$ cat config.mk
export PLATFORM = sky130hd
export DESIGN_NAME = ascii_timestamp_to_epoch
export DESIGN_NICKNAME = d
export VERILOG_FILES = /design/src/rtl/acte_pkg.sv /design/src/rtl/acte_decode.sv /design/src/rtl/acte_combine.sv /design/src/rtl/ascii_timestamp_to_epoch.sv
export SDC_FILE = /design/constraint.sdc
export NUM_CORES = 1
export LEC_CHECK = 0
export BUFFER_PORTS_ARGS = -buffer_cell sky130_fd_sc_hd__buf_4
export CAP_MARGIN = 20
export CORE_ASPECT_RATIO = 0.5
export CORE_UTILIZATION = 50
export DETAILED_ROUTE_END_ITERATION = 12
export GPL_ROUTABILITY_DRIVEN = 0
export PLACE_DENSITY = 0.74
export SETUP_SLACK_MARGIN = 0.4
export SYNTH_ARGS = -nofsm -noshare
export SYNTH_HDL_FRONTEND = slang
export SYNTH_SLANG_ARGS = --single-unit
$ cat constraint.sdc
create_clock -name clk -period 6.73 [get_ports clk]
set_input_delay 1.346 -clock clk [delete_from_list [all_inputs] [get_ports clk]]
set_output_delay 1.346 -clock clk [all_outputs]
set_load 0.03 [all_outputs]
$ cat src/rtl/acte_pkg.sv
package acte_pkg;

    localparam logic [7:0]  ASCII_ZERO       = 8'h30;
    localparam logic [7:0]  EPOCH_YEAR_SHIFT = 8'd30;
    localparam logic [15:0] DAYS_PER_YEAR    = 16'd365;
    localparam logic [18:0] SECS_PER_HOUR    = 19'd3600;
    localparam logic [18:0] SECS_PER_MIN     = 19'd60;
    localparam logic [32:0] SECS_PER_DAY     = 33'd86400;
    localparam logic [9:0]  MS_PER_HUNDRED   = 10'd100;
    localparam logic [9:0]  MS_PER_TEN       = 10'd10;
    localparam logic [6:0]  MONTHS_PER_YEAR  = 7'd12;
    localparam logic [6:0]  MONTH_MARCH      = 7'd3;
    localparam logic [1:0]  LEAP_PHASE       = 2'd2;

    localparam int DAYS_W = 16;
    localparam int SOD_W  = 19;
    localparam int MS_W   = 10;

    typedef struct packed {
        logic [15:0] year_chars;
        logic [15:0] month_chars;
        logic [15:0] day_chars;
        logic [15:0] hour_chars;
        logic [15:0] minute_chars;
        logic [15:0] second_chars;
        logic [23:0] milli_chars;
        logic        third_milli_digit;
    } acte_in_t;

    typedef struct packed {
        logic [31:0] epoch_seconds;
        logic [9:0]  milliseconds;
        logic        bad_input;
    } acte_out_t;

    typedef struct packed {
        logic [DAYS_W-1:0] days;
        logic [SOD_W-1:0]  sod;
        logic [MS_W-1:0]   ms;
        logic              bad;
    } acte_mid_t;

    // {bad, value}
    function automatic logic [4:0] digit_of(input logic [7:0] c);
        logic ok;
        ok = (c >= ASCII_ZERO) && (c <= ASCII_ZERO + 8'd9);
        return ok ? {1'b0, 4'(c - ASCII_ZERO)} : 5'b1_0000;
    endfunction

    // {bad, value}
    function automatic logic [7:0] pair_of(input logic [15:0] v);
        logic [4:0] tens;
        logic [4:0] units;
        tens  = digit_of(v[15:8]);
        units = digit_of(v[7:0]);
        return {tens[4] | units[4], 7'(7'(tens[3:0]) * 7'd10 + 7'(units[3:0]))};
    endfunction

    function automatic logic [8:0] days_before_month(input logic [3:0] idx);
        logic [8:0] d;
        unique case (idx)
            4'd0:    d = 9'd0;
            4'd1:    d = 9'd31;
            4'd2:    d = 9'd59;
            4'd3:    d = 9'd90;
            4'd4:    d = 9'd120;
            4'd5:    d = 9'd151;
            4'd6:    d = 9'd181;
            4'd7:    d = 9'd212;
            4'd8:    d = 9'd243;
            4'd9:    d = 9'd273;
            4'd10:   d = 9'd304;
            4'd11:   d = 9'd334;
            default: d = 9'd0;
        endcase
        return d;
    endfunction

endpackage

$ cat src/rtl/acte_decode.sv
module acte_decode
    import acte_pkg::*;
(
    input  logic      clk,
    input  logic      rst_n,
    input  logic      item_valid,
    input  acte_in_t  item,
    output logic      mid_valid,
    output acte_mid_t mid
);

    logic       valid_reg;
    acte_mid_t  mid_reg;
    acte_mid_t  mid_next;

    logic [7:0] yr_p;
    logic [7:0] mon_p;
    logic [7:0] day_p;
    logic [7:0] hr_p;
    logic [7:0] min_p;
    logic [7:0] sec_p;
    logic [4:0] ms_h;
    logic [4:0] ms_t;
    logic [4:0] ms_u;
    logic [7:0] years;
    logic       mon_bad;
    logic [3:0] mon_idx;
    logic       leap_add;

    always_comb
    begin
        yr_p  = pair_of(item.year_chars);
        mon_p = pair_of(item.month_chars);
        day_p = pair_of(item.day_chars);
        hr_p  = pair_of(item.hour_chars);
        min_p = pair_of(item.minute_chars);
        sec_p = pair_of(item.second_chars);
        ms_h  = digit_of(item.milli_chars[23:16]);
        ms_t  = digit_of(item.milli_chars[15:8]);
        ms_u  = digit_of(item.milli_chars[7:0]);

        years    = {1'b0, yr_p[6:0]} + EPOCH_YEAR_SHIFT;
        mon_bad  = (mon_p[6:0] == 7'd0) || (mon_p[6:0] > MONTHS_PER_YEAR);
        mon_idx  = 4'(mon_p[6:0] - 7'd1);
        leap_add = (years[1:0] == LEAP_PHASE) && (mon_p[6:0] >= MONTH_MARCH);

        mid_next.days = 16'(years) * DAYS_PER_YEAR
                      + 16'((years + 8'd1) >> 2)
                      + 16'(days_before_month(mon_idx))
                      + 16'(day_p[6:0])
                      + 16'(leap_add)
                      - 16'd1;
        mid_next.sod  = 19'(hr_p[6:0]) * SECS_PER_HOUR
                      + 19'(min_p[6:0]) * SECS_PER_MIN
                      + 19'(sec_p[6:0]);
        mid_next.ms   = 10'(ms_h[3:0]) * MS_PER_HUNDRED
                      + 10'(ms_t[3:0]) * MS_PER_TEN
                      + (item.third_milli_digit ? 10'(ms_u[3:0]) : 10'd0);
        mid_next.bad  = yr_p[7] | mon_p[7] | day_p[7] | hr_p[7] | min_p[7] | sec_p[7]
                      | ms_h[4] | ms_t[4] | (item.third_milli_digit & ms_u[4])
                      | mon_bad;
    end

    always_ff @(posedge clk or negedge rst_n)
    begin
        if (!rst_n)
        begin
            valid_reg <= 1'b0;
        end
        else
        begin
            valid_reg <= item_valid;
        end
    end

    always_ff @(posedge clk)
    begin
        if (item_valid)
        begin
            mid_reg <= mid_next;
        end
    end

    assign mid_valid = valid_reg;
    assign mid       = mid_reg;

endmodule

$ cat src/rtl/acte_combine.sv
module acte_combine
    import acte_pkg::*;
(
    input  logic      clk,
    input  logic      rst_n,
    input  logic      mid_valid,
    input  acte_mid_t mid,
    output logic      done,
    output acte_out_t result
);

    logic        done_reg;
    acte_out_t   result_reg;
    acte_out_t   result_next;
    logic [32:0] day_secs;

    always_comb
    begin
        day_secs = 33'(mid.days) * SECS_PER_DAY;
        if (mid.bad)
        begin
            result_next.epoch_seconds = 32'd0;
            result_next.milliseconds  = 10'd0;
            result_next.bad_input     = 1'b1;
        end
        else
        begin
            result_next.epoch_seconds = day_secs[31:0] + 32'(mid.sod);
            result_next.milliseconds  = mid.ms;
            result_next.bad_input     = 1'b0;
        end
    end

    always_ff @(posedge clk or negedge rst_n)
    begin
        if (!rst_n)
        begin
            done_reg <= 1'b0;
        end
        else
        begin
            done_reg <= mid_valid;
        end
    end

    always_ff @(posedge clk)
    begin
        if (mid_valid)
        begin
            result_reg <= result_next;
        end
    end

    assign done   = done_reg;
    assign result = result_reg;

endmodule

$ cat src/rtl/ascii_timestamp_to_epoch.sv
// Throughput: one transaction per cycle; busy stays low.
// Path: command register, decode/day-count register, day-to-seconds multiply and result register.
// Results are strobed for one cycle on done and cannot be stalled.
// Reset (rst_n low, asynchronous) clears all valid flags; in-flight transactions are dropped.
module ascii_timestamp_to_epoch
    import acte_pkg::*;
(
    input  logic      clk,
    input  logic      rst_n,
    input  logic      start,
    output logic      busy,
    input  acte_in_t  cmd,
    output logic      done,
    output acte_out_t result
);

    logic      cmd_valid_reg;
    acte_in_t  cmd_reg;
    logic      mid_valid;
    acte_mid_t mid;

    always_ff @(posedge clk or negedge rst_n)
    begin
        if (!rst_n)
        begin
            cmd_valid_reg <= 1'b0;
        end
        else
        begin
            cmd_valid_reg <= start;
        end
    end

    always_ff @(posedge clk)
    begin
        if (start)
        begin
            cmd_reg <= cmd;
        end
    end

    assign busy = 1'b0;

    acte_decode u_decode (
        .clk        (clk),
        .rst_n      (rst_n),
        .item_valid (cmd_valid_reg),
        .item       (cmd_reg),
        .mid_valid  (mid_valid),
        .mid        (mid)
    );

    acte_combine u_combine (
        .clk       (clk),
        .rst_n     (rst_n),
        .mid_valid (mid_valid),
        .mid       (mid),
        .done      (done),
        .result    (result)
    );

endmodule

==> results.md <==
- Top-count cell post-synth: inv_1
- CP max-delay cell: fa_2
- Slowest stage delay, CP: 570 ps
- ANT cells: 0
- Final core occ: 62.2%
- Post-synthesis sequential area ratio: 36.0%
- Top cells by count, synth: 280 x inv_1, 274 x ha_1, 210 x edfxtp_1, 114 x fa_1, 93 x xnor2_1
- CTS tree: built
- Biggest area consumer among synthesized cells: edfxtp_1
- # setup viols final: 0
- Post-layout net count: 2,362
- Starting density of the core: 51.1%
- Overall Global Routing Usage: 19.8%
- WL/cell: 15.7 um
- Area Growth Syn to Fin: 21.8%
- Run status: complete, no violations
- Primary FF master, synth: edfxtp_1
- Core area: 34,700 um2
- # clock sinks: 213
- Clk_lat worst skew: 560 ps
- Number of synthesized flops with an enable pin: 210
- Worst min-delay path class: flip-flop to flip-flop
- Setup Skew: 16.9 ps
- Syn Inst Count: 1,600
- Worst path required time: 7020 ps
- Pre-CTS setup slack: -109 ps
- Pin count of the biggest net entering global routing: 78
- Flop2flop setup slack: 30 ps
- Antenna-violating nets left: 0
- Largest register FFs: 121
- Syn. warnings: 0
- Syn Area/Cell: 11.1 um2
- GR Overflow Total: 0
- CP Launch Point: cmd_reg[120]
- Synth Area in Adders: 32.2%
- Max-slew violation count: 0
- Post-Synth Simple-Gate Area: 10.2%
- Initial DRC count: 540
- Number of core rows: 48
- Async SR Flop Fraction: 1.41%
- Root buffer cell: clkbuf_16
- Router iterations before antenna repair: 6
- Kind of critical path: flip-flop to flip-flop
- Most frequent cell on the critical path: fa_1
- Slew headroom: 36.1%
- Period utilization: 99.6%
- Dominant cells by area after synthesis: edfxtp_1 36%, ha_1 19%, fa_1 13%
- HPWL after DPL: 27,800 um
- Top-area cell type share of the netlist area: 35.6%
- Htree depth: 1
- Vias in the first global route: 11.7k
- Clock Tree Buf Depth: 3
- Port Buf Inserts: 167
- RSZ-0062 raised after global routing: true
- Top Family by Delay on Critical Path: adder cells
- Combinational family with the most area after synthesis: adder cells
- Worst path bufs/invs: 5
- FMAX: 149 MHz
- Startpoint Class: flip-flop
- # DRC: 0
- Clk pin slew, worst setup/hold paths: 60 ps
- Boundary Pins: 169
- Syn nets: 2,112
- Mux cell area share after synthesis: 0.240%
- Critical path arrival: 7000 ps
- Die area: 36,200 um2
- Initial antenna violation count: 0
- Share of cells above drive strength 1: 22.1%
- Fin worst setup slack: 25.7 ps
- Hold Startpoint: u_decode.mid[11]
- Post-Synth XOR/XNOR Area: 6.47%
- Die width: 268 um
- First-pass GRT wire length: 57,200 um
- Cell variety after synth: 85
- Via density per instance: 5.09
- Hold Vio Cnt, Final: 0
- CP Capture Type: flip-flop
- Max Cap Viol: 0
- Routed WL: 36,800 um
- Compound-cell area share of the yosys netlist: 8.50%
- Via count: 11.9k
- Worst Path Max Fanout: 5
- Cts bufs inserted: 23
- Min cycle time layout: 6700 ps
- RR Startpoint: cmd_reg[120]
- Worst-Margin Slew: 958 ps
- Cell Area, Synth: 17,700 um2
- Die Span Y: 135 um
- # hold bufs at CTS: 0
- Seq cells post-synth: 213
worst paths after layout:
check                                             to  cells past startpoint
worst max register to register      u_decode.mid[45]                     27
min in group asynchronous             u_combine.done                      1
max in group asynchronous         u_decode.mid_valid                      1
worst min register to register  u_combine.result[11]                      1
worst max-delay path                u_decode.mid[45]                     27
worst min-delay path            u_combine.result[11]                      1
per-layer routing:
metal	vias up	global-route usage, %	wire length [um]
li1	5954	-	-
met1	5691	26.4	16700
met2	231	34.1	17800
met3	52	3.65	1540
met4	0	3.68	733
met5	-	0	0
logic make-up (layout without fill, tap and decap cells):
logic type,after synthesis,in the layout
buffers and inverters,295,561
xor gates and xnor gates,130,131
adders and majority gates,388,388
AOI/OAI and AO/OA,230,230
and+or+nand+nor,339,339
other,1,1
muxes,4,4
DFF,213,213
stage by stage:
step	hold WS (ps)	area (um2)	setup TNS, ps	std cells
2_1_floorplan	497	18000	0	1600
5_1_grt	557	21600	-726	2342
6_report	533	21600	0	2342
3_3_place_gp	511	19900	0	2251
3_5_place_dp	522	19900	-193	2251
4_1_cts	537	21000	0	2309
area by class of cell:
type                            count  area, um2
Clock inverter                     15        188
Sequential cell                   213       6380
Timing Repair Buffer              238       1820
Inverter                          281       1060
Tap cell                          475        594
Multi-Input combinational cell   1093      10900
Fill cell                        2690      13100
Clock buffer                       27        591
cells in the final DEF, fill, tap and decap left out, types with 8 or more instances in the layout:
master       n
inv_1      264
ha_1       257
buf_4      231
edfxtp_1   210
fa_1       107
nor2_1      85
xnor2_1     79
a21oi_1     62
nand2_1     59
o21ai_0     45
and2_1      41
nor2b_1     35
xor2_1      30
clkbuf_16   23
a21o_1      20
nor3_1      17
nand2b_1    15
inv_2       14
ha_4        14
nand3_1     12
o21ai_1     11
and4_1      10
a21oi_2      9
xnor2_2      8
o21bai_1     8
repair_timing:
item                       CTS  global route
setup endpoints to repair   11            14
resized for setup           36            68
gates cloned                 0             1
setup buffers               16            32
pin swaps                   28            48
Power is left out: the tool's default activity adds up to more than one toggle a clock period on the data nets, which glitch-free logic cannot reach.
